<file path="config.mk">
export PLATFORM = sky130hd
export DESIGN_NAME = csv_line_token_classifier
export DESIGN_NICKNAME = d
export VERILOG_FILES = /design/src/design/csvtok_pkg.sv /design/src/design/csvtok_scan.sv /design/src/design/csvtok_queue.sv /design/src/design/csv_line_token_classifier.sv
export SDC_FILE = /design/constraint.sdc
export NUM_CORES = 1
export LEC_CHECK = 0
export ABC_CLOCK_PERIOD_IN_PS = 13080
export BUFFER_PORTS_ARGS = -buffer_cell sky130_fd_sc_hd__buf_2
export CAP_MARGIN = 5
export CELL_PAD_IN_SITES_DETAIL_PLACEMENT = 1
export CELL_PAD_IN_SITES_GLOBAL_PLACEMENT = 1
export CORE_UTILIZATION = 28
export CTS_CLUSTER_DIAMETER = 80
export DETAILED_ROUTE_END_ITERATION = 10
export GPL_ROUTABILITY_DRIVEN = 0
export PLACE_DENSITY = 0.58
export SLEW_MARGIN = 20
export SYNTH_ARGS = -nofsm -noshare
export SYNTH_HDL_FRONTEND = slang
export SYNTH_HIERARCHICAL = 1
export SYNTH_SLANG_ARGS = --single-unit
</file>
<file path="constraint.sdc">
create_clock -name i_clk -period 13.08 [get_ports i_clk]
set_input_delay 1.962 -clock i_clk [delete_from_list [all_inputs] [get_ports i_clk]]
set_output_delay 1.962 -clock i_clk [all_outputs]
set_load 0.02 [all_outputs]
</file>
<file path="src/design/csvtok_pkg.sv">
// Shared types for the CSV line token classifier: span record and push bundle.
`timescale 1ns / 1ps

package csvtok_pkg;

    localparam int START_W  = 12;
    localparam int LENGTH_W = 13;
    localparam int CLASS_W  = 3;
    localparam int COUNT_W  = 8;

    typedef struct packed {
        logic [START_W-1:0]  start;
        logic [LENGTH_W-1:0] length;
        logic [CLASS_W-1:0]  cls;
        logic                valid;
        logic                last;
        logic [COUNT_W-1:0]  count;
    } t_span;

    // Results produced by one accepted input beat: zero, one or two spans.
    typedef struct packed {
        logic [1:0] num;
        t_span      first;
        t_span      second;
    } t_push;

endpackage

</file>
<file path="src/design/csvtok_scan.sv">
// Per-character scanner: line state registers and span close/open logic.
`timescale 1ns / 1ps

module csvtok_scan
    import csvtok_pkg::*;
#(
    parameter int MAX_TOKENS = 256,
    parameter int MAX_LINE   = 4096
) (
    input  logic       i_clk,
    input  logic       i_rst_n,
    input  logic       i_beat,
    input  logic [7:0] i_char,
    input  logic       i_has_char,
    input  logic       i_eol,
    output t_push      o_push
);

    localparam int PW = $clog2(MAX_LINE + 1);
    localparam int CW = $clog2(MAX_TOKENS);
    localparam logic [PW-1:0] LINE_LIMIT = PW'(MAX_LINE);
    localparam logic [CW-1:0] SPAN_CAP   = CW'(MAX_TOKENS - 1);

    localparam logic [7:0] CH_QUOTE = 8'h22;
    localparam logic [7:0] CH_COMMA = 8'h2C;
    localparam logic [7:0] CH_SEMI  = 8'h3B;
    localparam logic [7:0] CH_TAB   = 8'h09;
    localparam logic [7:0] CH_BAR   = 8'h7C;
    localparam logic [7:0] CH_DOT   = 8'h2E;
    localparam logic [7:0] CH_MINUS = 8'h2D;
    localparam logic [7:0] CH_PLUS  = 8'h2B;
    localparam logic [7:0] CH_SPACE = 8'h20;
    localparam logic [7:0] CH_CR    = 8'h0D;
    localparam logic [7:0] CH_ZERO  = 8'h30;
    localparam logic [7:0] CH_NINE  = 8'h39;

    localparam logic [CLASS_W-1:0] CLS_TEXT    = 3'd0;
    localparam logic [CLASS_W-1:0] CLS_PUNCT   = 3'd1;
    localparam logic [CLASS_W-1:0] CLS_NUMBER  = 3'd2;
    localparam logic [CLASS_W-1:0] CLS_STR     = 3'd3;
    localparam logic [CLASS_W-1:0] CLS_CHAR    = 3'd4;
    localparam logic [CLASS_W-1:0] CLS_IDENT   = 3'd5;
    localparam logic [CLASS_W-1:0] CLS_KEYWORD = 3'd6;

    typedef enum logic [2:0] {
        S_IDLE,
        S_QUOTED,
        S_QPEND,
        S_UNQ,
        S_WS,
        S_SEP
    } t_mode;

    function automatic logic f_is_sep(input logic [7:0] c);
        return (c == CH_COMMA) || (c == CH_SEMI) || (c == CH_TAB) || (c == CH_BAR);
    endfunction

    function automatic logic f_is_ws(input logic [7:0] c);
        return (c == CH_SPACE) || ((c >= CH_TAB) && (c <= CH_CR));
    endfunction

    function automatic logic f_is_digit(input logic [7:0] c);
        return (c >= CH_ZERO) && (c <= CH_NINE);
    endfunction

    function automatic logic f_is_field(input t_mode m);
        return (m == S_QUOTED) || (m == S_QPEND) || (m == S_UNQ);
    endfunction

    function automatic t_span f_close(
        input t_mode         m,
        input logic          par,
        input logic          num,
        input logic [PW-1:0] ts,
        input logic [PW-1:0] pos,
        input logic [CW-1:0] cnt,
        input logic          at_end
    );
        t_span s;
        case (m)
            S_QUOTED, S_QPEND: s.cls = par ? CLS_CHAR : CLS_STR;
            S_UNQ:             s.cls = num ? CLS_NUMBER : (par ? CLS_KEYWORD : CLS_IDENT);
            S_SEP:             s.cls = CLS_PUNCT;
            default:           s.cls = CLS_TEXT;
        endcase
        s.start  = START_W'(ts);
        s.length = LENGTH_W'(pos - ts);
        s.valid  = 1'b1;
        s.last   = at_end || (cnt >= SPAN_CAP);
        s.count  = COUNT_W'(cnt);
        return s;
    endfunction

    t_mode         r_mode, n_mode;
    logic [PW-1:0] r_pos, n_pos;
    logic [PW-1:0] r_tstart, n_tstart;
    logic          r_par, n_par;
    logic          r_dot, n_dot;
    logic          r_num, n_num;
    logic [CW-1:0] r_cnt, n_cnt;
    t_push         n_push;

    always_comb begin
        logic taken;
        logic do_close;
        n_mode   = r_mode;
        n_pos    = r_pos;
        n_tstart = r_tstart;
        n_par    = r_par;
        n_dot    = r_dot;
        n_num    = r_num;
        n_cnt    = r_cnt;
        n_push   = '0;
        taken    = 1'b0;
        do_close = 1'b0;

        if (i_beat && i_has_char && (r_pos < LINE_LIMIT)) begin
            case (r_mode)
                S_QUOTED: begin
                    if (i_char == CH_QUOTE) begin
                        n_mode = S_QPEND;
                    end
                    taken = 1'b1;
                end
                S_QPEND: begin
                    if (i_char == CH_QUOTE) begin
                        n_mode = S_QUOTED;
                        taken  = 1'b1;
                    end else begin
                        do_close = 1'b1;
                    end
                end
                S_UNQ: begin
                    if (!f_is_sep(i_char) && !f_is_ws(i_char)) begin
                        if (i_char == CH_DOT) begin
                            if (r_dot) begin
                                n_num = 1'b0;
                            end
                            n_dot = 1'b1;
                        end else if (!f_is_digit(i_char)) begin
                            n_num = 1'b0;
                        end
                        taken = 1'b1;
                    end else begin
                        do_close = 1'b1;
                    end
                end
                S_WS: begin
                    if (f_is_ws(i_char) && (i_char != CH_TAB)) begin
                        taken = 1'b1;
                    end else begin
                        do_close = 1'b1;
                    end
                end
                S_SEP: begin
                    do_close = 1'b1;
                end
                default: begin
                end
            endcase

            if (do_close) begin
                n_cnt        = r_cnt + 1'b1;
                n_push.first = f_close(r_mode, r_par, r_num, r_tstart, r_pos, n_cnt, 1'b0);
                n_push.num   = 2'd1;
                n_par        = r_par ^ f_is_field(r_mode);
                n_mode       = S_IDLE;
            end

            if (!taken && (n_cnt < SPAN_CAP)) begin
                n_tstart = r_pos;
                if (i_char == CH_QUOTE) begin
                    n_mode = S_QUOTED;
                end else if (f_is_sep(i_char)) begin
                    n_mode = S_SEP;
                end else if (!f_is_ws(i_char)) begin
                    n_mode = S_UNQ;
                    n_dot  = (i_char == CH_DOT);
                    n_num  = f_is_digit(i_char) || (i_char == CH_DOT) ||
                             (i_char == CH_MINUS) || (i_char == CH_PLUS);
                end else begin
                    n_mode = S_WS;
                end
            end
            n_pos = r_pos + 1'b1;
        end

        if (i_beat && i_eol) begin
            // Close whatever is still open; an empty line yields one invalid span.
            if (n_mode != S_IDLE) begin
                if (n_push.num == 2'd0) begin
                    n_push.first = f_close(n_mode, n_par, n_num, n_tstart, n_pos,
                                           n_cnt + 1'b1, 1'b1);
                end else begin
                    n_push.second = f_close(n_mode, n_par, n_num, n_tstart, n_pos,
                                            n_cnt + 1'b1, 1'b1);
                end
                n_push.num = n_push.num + 2'd1;
            end else if (n_cnt == '0) begin
                n_push.first      = '0;
                n_push.first.last = 1'b1;
                n_push.num        = 2'd1;
            end
            n_mode   = S_IDLE;
            n_pos    = '0;
            n_tstart = '0;
            n_par    = 1'b0;
            n_dot    = 1'b0;
            n_num    = 1'b1;
            n_cnt    = '0;
        end
    end

    always_ff @(posedge i_clk) begin
        if (!i_rst_n) begin
            r_mode   <= S_IDLE;
            r_pos    <= '0;
            r_tstart <= '0;
            r_par    <= 1'b0;
            r_dot    <= 1'b0;
            r_num    <= 1'b1;
            r_cnt    <= '0;
        end else begin
            r_mode   <= n_mode;
            r_pos    <= n_pos;
            r_tstart <= n_tstart;
            r_par    <= n_par;
            r_dot    <= n_dot;
            r_num    <= n_num;
            r_cnt    <= n_cnt;
        end
    end

    assign o_push = n_push;

endmodule

</file>
<file path="src/design/csvtok_queue.sv">
// Four-slot result queue: takes up to two spans a cycle, gives one a cycle while the receiver is ready.
`timescale 1ns / 1ps

module csvtok_queue
    import csvtok_pkg::*;
(
    input  logic  i_clk,
    input  logic  i_rst_n,
    input  t_push i_push,
    output logic  o_room,
    output logic  o_valid,
    input  logic  i_ready,
    output t_span o_head
);

    localparam int DEPTH = 4;

    t_span      r_q [DEPTH];
    t_span      n_q [DEPTH];
    logic [2:0] r_count, n_count;
    logic [2:0] base;
    logic       pop;

    assign o_valid = (r_count != 3'd0);
    assign pop     = o_valid && i_ready;
    assign o_room  = (r_count <= 3'd2);
    assign o_head  = r_q[0];
    assign base    = r_count - {2'b0, pop};

    always_comb begin
        for (int i = 0; i < DEPTH; i++) begin
            n_q[i] = r_q[i];
            if (pop && (i < DEPTH - 1)) begin
                n_q[i] = r_q[i + 1];
            end
            if ((i_push.num != 2'd0) && (3'(i) == base)) begin
                n_q[i] = i_push.first;
            end
            if ((i_push.num == 2'd2) && (3'(i) == 3'(base + 3'd1))) begin
                n_q[i] = i_push.second;
            end
        end
        n_count = base + {1'b0, i_push.num};
    end

    always_ff @(posedge i_clk) begin
        if (!i_rst_n) begin
            r_count <= 3'd0;
        end else begin
            r_count <= n_count;
        end
    end

    always_ff @(posedge i_clk) begin
        for (int i = 0; i < DEPTH; i++) begin
            r_q[i] <= n_q[i];
        end
    end

endmodule

</file>
<file path="src/design/csv_line_token_classifier.sv">
// Top level of the CSV line token classifier: stream ports, scanner and result queue.
`timescale 1ns / 1ps

// One character of a line arrives per input beat, and the block takes a beat
// in every cycle while its result queue holds two spans or fewer. A span is
// closed by the character after it or by the end-of-line beat, so spans come
// out one beat late; a beat's results are registered in the queue behind any
// spans waiting there. A beat that both closes a span and ends the line gives
// two results; they wait in a four-slot queue and leave one per cycle while
// the receiver is ready, so the output side, not the scanner, sets the
// sustained rate on lines dense in such beats. Span classes: 0 whitespace,
// 1 separator (comma, semicolon, tab, bar), 2 number, 3/4 quoted field, 5/6
// plain field, the pair picked by a parity bit that flips after every field.
// A line with no spans gives one beat with the valid flag low. After
// MAX_TOKENS-1 spans the rest of the line is dropped; characters at position
// MAX_LINE and on are ignored. No clearing pass is needed after reset.

module csv_line_token_classifier
    import csvtok_pkg::*;
#(
    parameter int MAX_TOKENS = 256,
    parameter int MAX_LINE   = 4096
) (
    input  logic        i_clk,
    input  logic        i_rst_n,

    input  logic        s_axis_tvalid,
    output logic        s_axis_tready,
    input  logic [7:0]  s_axis_tdata,   // [7:0] char_code
    input  logic [0:0]  s_axis_tuser,   // [0] has_char
    input  logic        s_axis_tlast,   // end_of_line

    output logic        m_axis_tvalid,
    input  logic        m_axis_tready,
    output logic [39:0] m_axis_tdata,   // [11:0] span_start, [24:12] span_length,
                                        // [27:25] token_class, [35:28] span_count
    output logic [0:0]  m_axis_tuser,   // [0] span_valid
    output logic        m_axis_tlast    // is_last
);

    logic  beat;
    logic  room;
    t_push push;
    t_span head;

    // Input beat is taken whenever the queue can absorb two more spans.
    assign s_axis_tready = room;
    assign beat          = s_axis_tvalid && room;

    csvtok_scan #(
        .MAX_TOKENS (MAX_TOKENS),
        .MAX_LINE   (MAX_LINE)
    ) u_scan (
        .i_clk      (i_clk),
        .i_rst_n    (i_rst_n),
        .i_beat     (beat),
        .i_char     (s_axis_tdata),
        .i_has_char (s_axis_tuser[0]),
        .i_eol      (s_axis_tlast),
        .o_push     (push)
    );

    csvtok_queue u_queue (
        .i_clk   (i_clk),
        .i_rst_n (i_rst_n),
        .i_push  (push),
        .o_room  (room),
        .o_valid (m_axis_tvalid),
        .i_ready (m_axis_tready),
        .o_head  (head)
    );

    assign m_axis_tdata = {4'b0, head.count, head.cls, head.length, head.start};
    assign m_axis_tuser = head.valid;
    assign m_axis_tlast = head.last;

endmodule

</file>
==> run_summary.xml, run 1 <==
<?xml version="1.0" encoding="UTF-8"?>
<metrics>
  <group name="outcome">
    <metric name="status" unit="">completed</metric>
  </group>
  <group name="job">
    <metric name="maxCapViolations" unit="">0</metric>
  </group>
  <group name="die">
    <metric name="floorplan.die_area" unit="um^2">49560</metric>
    <metric name="die_h" unit="um">222.6</metric>
    <metric name="io_pins" unit="">58</metric>
    <metric name="row_count" unit="">80</metric>
    <metric name="floorplan.core_area" unit="um^2">47850</metric>
    <metric name="initial_utilization" unit="">0.2848</metric>
    <metric name="die-width" unit="um">222.6</metric>
  </group>
  <group name="worst_setup_path">
    <metric name="crit_path_top_delay_cell" unit="">or2_1</metric>
    <metric name="crit-reg2reg-capture" unit="">u_queue/r_q[1][25]$_DFFE_PP_</metric>
    <metric name="worstRegToRegCells" unit="">19</metric>
    <metric name="worst-endpoint-arrival" unit="ps">9880</metric>
    <metric name="critPathMaxFanout" unit="">55</metric>
    <metric name="type_of_origin_of_the_critical_path" unit="">primary input</metric>
    <metric name="reg2reg_slack" unit="ps">5000</metric>
    <metric name="r2r_start" unit="">u_scan/r_mode[1]$_SDFF_PP0_</metric>
    <metric name="cp_required" unit="ps">13220</metric>
    <metric name="timing.critical_path.cells" unit="">buf_2 &gt; or4b_1 &gt; a211o_1 &gt; o2111ai_1 &gt; a21o_1 &gt; ha_1 &gt; or4b_1 &gt; o2bb2ai_2 &gt; o21a_1 &gt; mux2_4 &gt; o21ai_4 &gt; nand2_2 &gt; o21bai_4 &gt; or2_2 &gt; inv_2 &gt; nor2_1 &gt; nand3b_1 &gt; buf_4 &gt; or2_1 &gt; o311ai_2 &gt; buf_4</metric>
    <metric name="cp_top_family" unit="">simple AND/OR/NAND/NOR gates</metric>
    <metric name="worst_setup_path_end_kind" unit="">register</metric>
    <metric name="setup.worst_path.class" unit="">in -&gt; reg</metric>
    <metric name="crit_buf_inv" unit="">4</metric>
    <metric name="crit_path_max_incr_delay" unit="ps">860</metric>
  </group>
  <group name="global_routing">
    <metric name="antenna_found_initial" unit="">0</metric>
    <metric name="vias_in_the_first_global_route" unit="">11810</metric>
    <metric name="global_route.overflow_total" unit="">0</metric>
    <metric name="track_usage" unit="">0.1877</metric>
    <metric name="grt_pass1_wl" unit="um">72540</metric>
    <metric name="grt_start_max_net_pins" unit="">195</metric>
  </group>
  <group name="final_layout">
    <metric name="final_design_area_no_fill" unit="um^2">14810</metric>
    <metric name="syn_to_final_growth" unit="%">8.676</metric>
    <metric name="nets" unit="">1509</metric>
    <metric name="layout.cells.non_filler" unit="">2093</metric>
    <metric name="layout-drive-gt1-share" unit="">0.1293</metric>
    <metric name="fillerInstances" unit="">5543</metric>
  </group>
  <group name="route">
    <metric name="drt-initial-drc-count" unit="">834</metric>
    <metric name="post-route-drc-count" unit="">0</metric>
    <metric name="ratio_of_routed_vias_to_standard_cells" unit="">5.743</metric>
    <metric name="vias" unit="">12020</metric>
    <metric name="final_antenna_net_count" unit="">0</metric>
    <metric name="routed_wire_length_per_instance" unit="um">22.21</metric>
    <metric name="routed_wirelength" unit="um">46480</metric>
    <metric name="firstDrtPassIters" unit="">5</metric>
  </group>
  <group name="sta">
    <metric name="tmin_final" unit="ps">9736</metric>
    <metric name="fin_tns_setup" unit="ps">0</metric>
    <metric name="maxClockFrequency" unit="MHz">102.7</metric>
    <metric name="worst_slack" unit="ps">3344</metric>
    <metric name="timing.max_slew.rel_slack" unit="">0.2959</metric>
    <metric name="worstMarginPinSlew" unit="ps">1053</metric>
    <metric name="finalHoldViolations" unit="">0</metric>
    <metric name="rsz0062_at_grt" unit="">no</metric>
    <metric name="final.setup_skew" unit="ps">12.78</metric>
    <metric name="final-setup-viol-count" unit="">0</metric>
    <metric name="final.period_utilization" unit="">0.7444</metric>
    <metric name="slew_violations" unit="">0</metric>
  </group>
  <group name="yosys">
    <metric name="synthesis.instances" unit="">1519</metric>
    <metric name="netlist_area" unit="um^2">13630</metric>
    <metric name="async_flop_share" unit="">0</metric>
    <metric name="synth_cell_types" unit="">91</metric>
    <metric name="synth-seq-cells" unit="">195</metric>
    <metric name="synth.avg_cell_area" unit="um^2">8.972</metric>
    <metric name="synthFlopType" unit="">edfxtp_1</metric>
    <metric name="yosys_warnings" unit="">6</metric>
    <metric name="number_of_flops_mapped_to_enable_cells_by_yosys" unit="">152</metric>
    <metric name="synth_sequential_area_ratio" unit="">0.3981</metric>
  </group>
  <group name="power">
    <metric name="cellLeakagePower" unit="nW">4.568</metric>
    <metric name="sw_frac_of_total" unit="">0.4247</metric>
    <metric name="combPwrFrac" unit="">0.399</metric>
    <metric name="clockPowerShare" unit="">0.220</metric>
    <metric name="max-vdd-ir-drop" unit="mV">0.1462</metric>
    <metric name="p_seq_frac" unit="">0.381</metric>
    <metric name="power_per_cell_area" unit="nW/um^2">175.9</metric>
    <metric name="p_int" unit="mW">1.499</metric>
    <metric name="power.net_switching" unit="mW">1.106</metric>
  </group>
  <group name="clocking">
    <metric name="cts_tree" unit="">built</metric>
    <metric name="cts.repair_timing.setup_buffer_count" unit="">0</metric>
    <metric name="clock_tree_root_buffer_cell" unit="">clkbuf_16</metric>
    <metric name="cts.path.max_buffers" unit="">2</metric>
    <metric name="worstSkewPairLatency" unit="ps">460</metric>
    <metric name="cts_resized" unit="">0</metric>
    <metric name="post_cts_hold_buffers" unit="">0</metric>
    <metric name="numClockSinks" unit="">195</metric>
    <metric name="h-tree-depth" unit="">4</metric>
    <metric name="clkTransAtPathRegs" unit="ps">80</metric>
    <metric name="cts_made_buffers" unit="">17</metric>
  </group>
  <group name="worst_hold_path">
    <metric name="whs_endpoint" unit="">u_scan/r_tstart[12]$_SDFF_PP0_</metric>
    <metric name="hold_path_depth" unit="">2</metric>
    <metric name="min-delay-start" unit="">u_scan/r_tstart[12]$_SDFF_PP0_</metric>
    <metric name="hold_path_class" unit="">reg -&gt; reg</metric>
  </group>
  <group name="placed_design">
    <metric name="dpl-instance-area" unit="um^2">14170</metric>
    <metric name="placed_cells_incl_taps" unit="">2059</metric>
    <metric name="placement.io_buffers" unit="">53</metric>
    <metric name="dpl_worst_slack" unit="ps">2803</metric>
    <metric name="hpwlAfterDp" unit="um">31260</metric>
  </group>
</metrics>
## cell usage in the layout (no fill, tap or decap), drive strengths merged, types with 28 or more instances in the layout
cell	synthesis	routed
edfxtp	152	152
nor3	139	139
a31oi	117	117
nor2	114	114
o31ai	91	91
inv	86	91
buf	71	80
or4	76	76
o21ai	70	70
nand2	63	63
nand3	56	56
a21oi	48	48
xnor2	44	44
dfxtp	43	43
mux2	39	39
ha	28	28
## cell type report
type	count	area [um^2]	area share
Inverter	86	322.8	0.02180
Clock buffer	18	429.2	0.02898
Tap cell	615	769.5	0.05196
Antenna cell	1	2.502	0.0001690
Timing Repair Buffer	80	493.0	0.03329
Sequential cell	195	5425	0.3663
Multi-Input combinational cell	1084	7176	0.4845
Clock inverter	14	192.7	0.01301
## Yosys cell counts (13+ instances only)
| cell | n | area, um^2 |
|---|---|---|
| and2_1 | 13 | 81.33 |
| ha_1 | 28 | 350.3 |
| buf_2 | 38 | 190.2 |
| or4_1 | 76 | 570.6 |
| inv_1 | 85 | 319.1 |
| mux2_2 | 38 | 427.9 |
| nand3_1 | 55 | 275.3 |
| nor3_1 | 137 | 685.7 |
| nor2_1 | 112 | 420.4 |
| xnor2_1 | 44 | 385.4 |
| o31ai_1 | 90 | 675.7 |
| dfxtp_1 | 43 | 860.8 |
| edfxtp_1 | 152 | 4564 |
| buf_4 | 14 | 105.1 |
| a21oi_1 | 44 | 220.2 |
| a31oi_1 | 117 | 732.0 |
| xor2_1 | 15 | 131.4 |
| o21ai_0 | 59 | 295.3 |
| nand2_1 | 61 | 229.0 |
| clkbuf_1 | 83 | 311.6 |
## kinds of logic after synthesis
logic type	synth area share
AND/OR/NAND/NOR	0.2058
AO/OA/AOI/OAI	0.2097
buffers and inverters	0.07951
flip-flops	0.3981
XOR/XNOR	0.03911
multiplexers	0.03470
adder cells (fa/ha/maj)	0.03278
other	0.0002752
## registers in the layout, summed over array words and instances, names as in the netlist
signal / flops
u_scan/r_mode: 3
u_scan/r_num: 1
u_scan/r_par: 1
u_scan/r_tstart: 13
u_queue/r_q: 152
u_scan/r_dot: 1
u_scan/r_cnt: 8
u_scan/r_pos: 13
u_queue/r_count: 3
## per-stage QoR
step                  util  hold slack, ps  power, mW
global placement    0.2961           479.3      2.028
global route        0.3095           538.6      2.747
floorplan                -           470.6      1.732
finish              0.3095           498.0      2.605
detailed placement  0.2961           495.0      2.047
CTS                 0.3091           505.5      2.628
## layer usage
metal  GRT usage  up-vias  part of all wire
met2      0.2860      269              0.44
li1            -     5648                 -
met1      0.2793     6073              0.51
met4     0.04004        0            0.0095
met5           0        -                 0
met3     0.02552       30             0.041
## how the worst max path moves through the flow
| stage | from | to | cells past startpoint | slack (ps) |
|---|---|---|---|---|
| floorplan | s_axis_tdata[2] | u_queue/r_q[1][0]$_DFFE_PP_ | 21 | 1800 |
| global placement | s_axis_tdata[2] | u_queue/r_q[1][23]$_DFFE_PP_ | 21 | 3050 |
| detailed placement | s_axis_tdata[2] | u_queue/r_q[1][21]$_DFFE_PP_ | 21 | 2800 |
| CTS | s_axis_tdata[2] | u_queue/r_q[1][25]$_DFFE_PP_ | 21 | 3310 |
| global route | s_axis_tdata[2] | u_queue/r_q[1][25]$_DFFE_PP_ | 21 | 2880 |
| finish | s_axis_tdata[2] | u_queue/r_q[1][25]$_DFFE_PP_ | 21 | 3340 |
## power by group through the flow
stage	clock [mW]	sequential [mW]	combinational (mW)
final	0.574	0.993	1.04
after global routing	0.610	1.02	1.12
after CTS	0.592	0.998	1.04
after detailed placement	0	1.01	1.04
after global placement	0	1.01	1.02
after floorplan	0	1.09	0.642
## worst reg2reg max path: stages, from the launching register on
cell and delay (ps):
dfxtp_1 560, nand2b_1 150, a41oi_1 240, a21o_1 260, ha_1 290, or4b_1 540
o2bb2ai_2 290, o21a_1 550, mux2_4 360, o21ai_4 200, nand2_2 130, o21bai_4 530
or2_2 660, inv_2 310, nor2_1 480, nand3b_1 200, buf_4 540, or2_1 870
o311ai_2 210, buf_4 380
No activity file was read; power rests on OpenSTA's default activity.
==> inputs of run 2 (changes only) <==
ABC_CLOCK_PERIOD_IN_PS = 7860   (was 13080)
PLACE_DENSITY = 0.6   (was 0.58)
clock period = 7.86 ns   (was 13.08 ns; I/O delays follow)
==> run_summary.xml, run 2 (same netlist as run 1, synthesis figures left out) <==
<?xml version="1.0" encoding="UTF-8"?>
<metrics>
  <group name="sta">
    <metric name="timing.max_slew.rel_slack" unit="">0.2851</metric>
    <metric name="tmin_final" unit="ps">7121</metric>
    <metric name="worstMarginPinSlew" unit="ps">1072</metric>
    <metric name="final.setup_skew" unit="ps">10.80</metric>
    <metric name="final.period_utilization" unit="">0.9059</metric>
    <metric name="slew_violations" unit="">0</metric>
    <metric name="rsz0062_at_grt" unit="">no</metric>
    <metric name="finalHoldViolations" unit="">0</metric>
    <metric name="maxClockFrequency" unit="MHz">140.4</metric>
    <metric name="worst_slack" unit="ps">739.3</metric>
    <metric name="final-setup-viol-count" unit="">0</metric>
    <metric name="fin_tns_setup" unit="ps">0</metric>
  </group>
  <group name="global_routing">
    <metric name="grt_pass1_wl" unit="um">75280</metric>
    <metric name="grt_start_max_net_pins" unit="">195</metric>
    <metric name="global_route.overflow_total" unit="">0</metric>
    <metric name="use_met2" unit="">0.3169</metric>
    <metric name="antenna_found_initial" unit="">1</metric>
    <metric name="grt.met1_usage" unit="">0.2674</metric>
    <metric name="global_route.usage.met3" unit="">0.02354</metric>
    <metric name="grt_busiest_layer" unit="">met2</metric>
    <metric name="vias_in_the_first_global_route" unit="">12480</metric>
    <metric name="track_usage" unit="">0.1942</metric>
  </group>
  <group name="worst_setup_path">
    <metric name="crit_buf_inv" unit="">3</metric>
    <metric name="worst-endpoint-arrival" unit="ps">7430</metric>
    <metric name="cp_top_family" unit="">compound AO/OA/AOI/OAI gates</metric>
    <metric name="crit_path_max_incr_delay" unit="ps">540</metric>
    <metric name="type_of_origin_of_the_critical_path" unit="">primary input</metric>
    <metric name="cp_required" unit="ps">8170</metric>
    <metric name="crit_path_top_delay_cell" unit="">or4b_1</metric>
    <metric name="crit-reg2reg-capture" unit="">u_queue/r_q[1][23]$_DFFE_PP_</metric>
    <metric name="setup.worst_path.class" unit="">in -&gt; reg</metric>
    <metric name="worstRegToRegCells" unit="">27</metric>
    <metric name="reg2reg_slack" unit="ps">1570</metric>
    <metric name="r2r_start" unit="">u_scan/r_mode[1]$_SDFF_PP0_</metric>
    <metric name="worst_setup_path_end_kind" unit="">register</metric>
    <metric name="critPathMaxFanout" unit="">10</metric>
  </group>
  <group name="worst_hold_path">
    <metric name="min-delay-start" unit="">u_scan/r_tstart[12]$_SDFF_PP0_</metric>
    <metric name="hold_path_class" unit="">reg -&gt; reg</metric>
    <metric name="whs_endpoint" unit="">u_scan/r_tstart[12]$_SDFF_PP0_</metric>
    <metric name="hold_path_depth" unit="">2</metric>
  </group>
  <group name="route">
    <metric name="drt-initial-drc-count" unit="">797</metric>
    <metric name="post-route-drc-count" unit="">0</metric>
    <metric name="final_antenna_net_count" unit="">0</metric>
    <metric name="ratio_of_routed_vias_to_standard_cells" unit="">5.762</metric>
    <metric name="firstDrtPassIters" unit="">5</metric>
    <metric name="vias" unit="">12140</metric>
    <metric name="routed_wirelength" unit="um">47510</metric>
    <metric name="routed_wire_length_per_instance" unit="um">22.55</metric>
  </group>
  <group name="clocking">
    <metric name="cts_tree" unit="">built</metric>
    <metric name="worstSkewPairLatency" unit="ps">480</metric>
    <metric name="clkTransAtPathRegs" unit="ps">70</metric>
    <metric name="cts.path.max_buffers" unit="">2</metric>
    <metric name="clock_tree_root_buffer_cell" unit="">clkbuf_16</metric>
    <metric name="cts_made_buffers" unit="">17</metric>
    <metric name="h-tree-depth" unit="">4</metric>
    <metric name="cts.repair_timing.setup_buffer_count" unit="">0</metric>
    <metric name="numClockSinks" unit="">195</metric>
    <metric name="post_cts_hold_buffers" unit="">0</metric>
    <metric name="cts_resized" unit="">0</metric>
  </group>
  <group name="placed_design">
    <metric name="placement.io_buffers" unit="">53</metric>
    <metric name="dpl_worst_slack" unit="ps">282.9</metric>
    <metric name="hpwlAfterDp" unit="um">30390</metric>
    <metric name="placed_cells_incl_taps" unit="">2075</metric>
  </group>
  <group name="final_layout">
    <metric name="layout-drive-gt1-share" unit="">0.1381</metric>
    <metric name="antennaDiodeCount" unit="">0</metric>
    <metric name="flip_flop_count_of_the_largest_register_all_copies_and_words_added" unit="">152</metric>
    <metric name="largest_register" unit="">u_queue/r_q</metric>
    <metric name="layout.cells.non_filler" unit="">2107</metric>
    <metric name="syn_to_final_growth" unit="%">9.511</metric>
    <metric name="layout_commonest_cell" unit="">edfxtp_1</metric>
    <metric name="registers_with_the_highest_flip_flop_counts" unit="">u_queue/r_q x152, u_scan/r_pos x13, u_scan/r_tstart x13</metric>
    <metric name="top_library_cells_by_usage_in_the_layout_fill_and_taps_aside" unit="">edfxtp_1 (152), nor3_1 (137), a31oi_1 (117)</metric>
    <metric name="nets" unit="">1524</metric>
  </group>
  <group name="die">
    <metric name="die_h" unit="um">222.6</metric>
    <metric name="die-width" unit="um">222.6</metric>
    <metric name="row_count" unit="">80</metric>
    <metric name="initial_utilization" unit="">0.2848</metric>
    <metric name="io_pins" unit="">58</metric>
    <metric name="floorplan.core_area" unit="um^2">47850</metric>
    <metric name="floorplan.die_area" unit="um^2">49560</metric>
  </group>
  <group name="outcome">
    <metric name="status" unit="">completed</metric>
  </group>
  <group name="job">
    <metric name="maxCapViolations" unit="">0</metric>
  </group>
  <group name="power">
    <metric name="power_per_cell_area" unit="nW/um^2">293.1</metric>
    <metric name="cellLeakagePower" unit="nW">4.633</metric>
    <metric name="p_total" unit="mW">4.375</metric>
    <metric name="max-vdd-ir-drop" unit="mV">0.2740</metric>
  </group>
</metrics>
[run 2: how the worst max path moves through the flow]
| stage | startpoint | end | slack (ps) | cells after the start |
|---|---|---|---|---|
| floorplan | s_axis_tdata[2] | u_queue/r_q[1][0]$_DFFE_PP_ | 240 | 21 |
| global placement | s_axis_tdata[2] | u_queue/r_q[1][23]$_DFFE_PP_ | 410 | 29 |
| detailed placement | s_axis_tdata[2] | u_queue/r_q[1][23]$_DFFE_PP_ | 280 | 29 |
| CTS | s_axis_tdata[2] | u_queue/r_q[1][23]$_DFFE_PP_ | 750 | 29 |
| global route | s_axis_tdata[2] | u_queue/r_q[2][23]$_DFFE_PP_ | 210 | 29 |
| finish | s_axis_tdata[2] | u_queue/r_q[1][23]$_DFFE_PP_ | 740 | 29 |
[run 2: cell type report]
class                           instances  area (um^2)
Sequential cell                       195         5425
Inverter                               86        322.8
Tap cell                              615        769.5
Clock buffer                           17        425.4
Fill cell                            5563        32920
Multi-Input combinational cell       1084         7196
Timing Repair Buffer                   95        643.1
Clock inverter                         15        142.6
[run 2: worst reg2reg max path, delay by kind of cell, from the launching register on]
family,cells,cell delay (ps)
compound gates,12,1970
xor+xnor,1,180
fa+ha+maj,4,1410
buf+inv,2,150
flops,1,530
simple gates,8,1880
[run 2: metal layers]
metal  share of wire  vias up
met1            0.47     6161
met5         0.00027        -
met2            0.47      276
li1                -     5660
met3           0.044       41
met4           0.015        2
[run 2: metrics by stage]
step           hold WS [ps]    util  instance area [um^2]
3_3_place_gp          479.1  0.3001                 14360
6_report              505.3  0.3119                 14920
4_1_cts               511.1  0.3119                 14920
5_1_grt               525.0  0.3119                 14920
3_5_place_dp          501.0  0.3001                 14360
2_1_floorplan         470.6       -                 13650
[run 2: report_power, final]
part / total (mW) / switching (mW) / internal (mW)
registers: 1.64 / 0.0817 / 1.56
logic: 1.84 / 1.38 / 0.450
clock network: 0.900 / 0.436 / 0.464
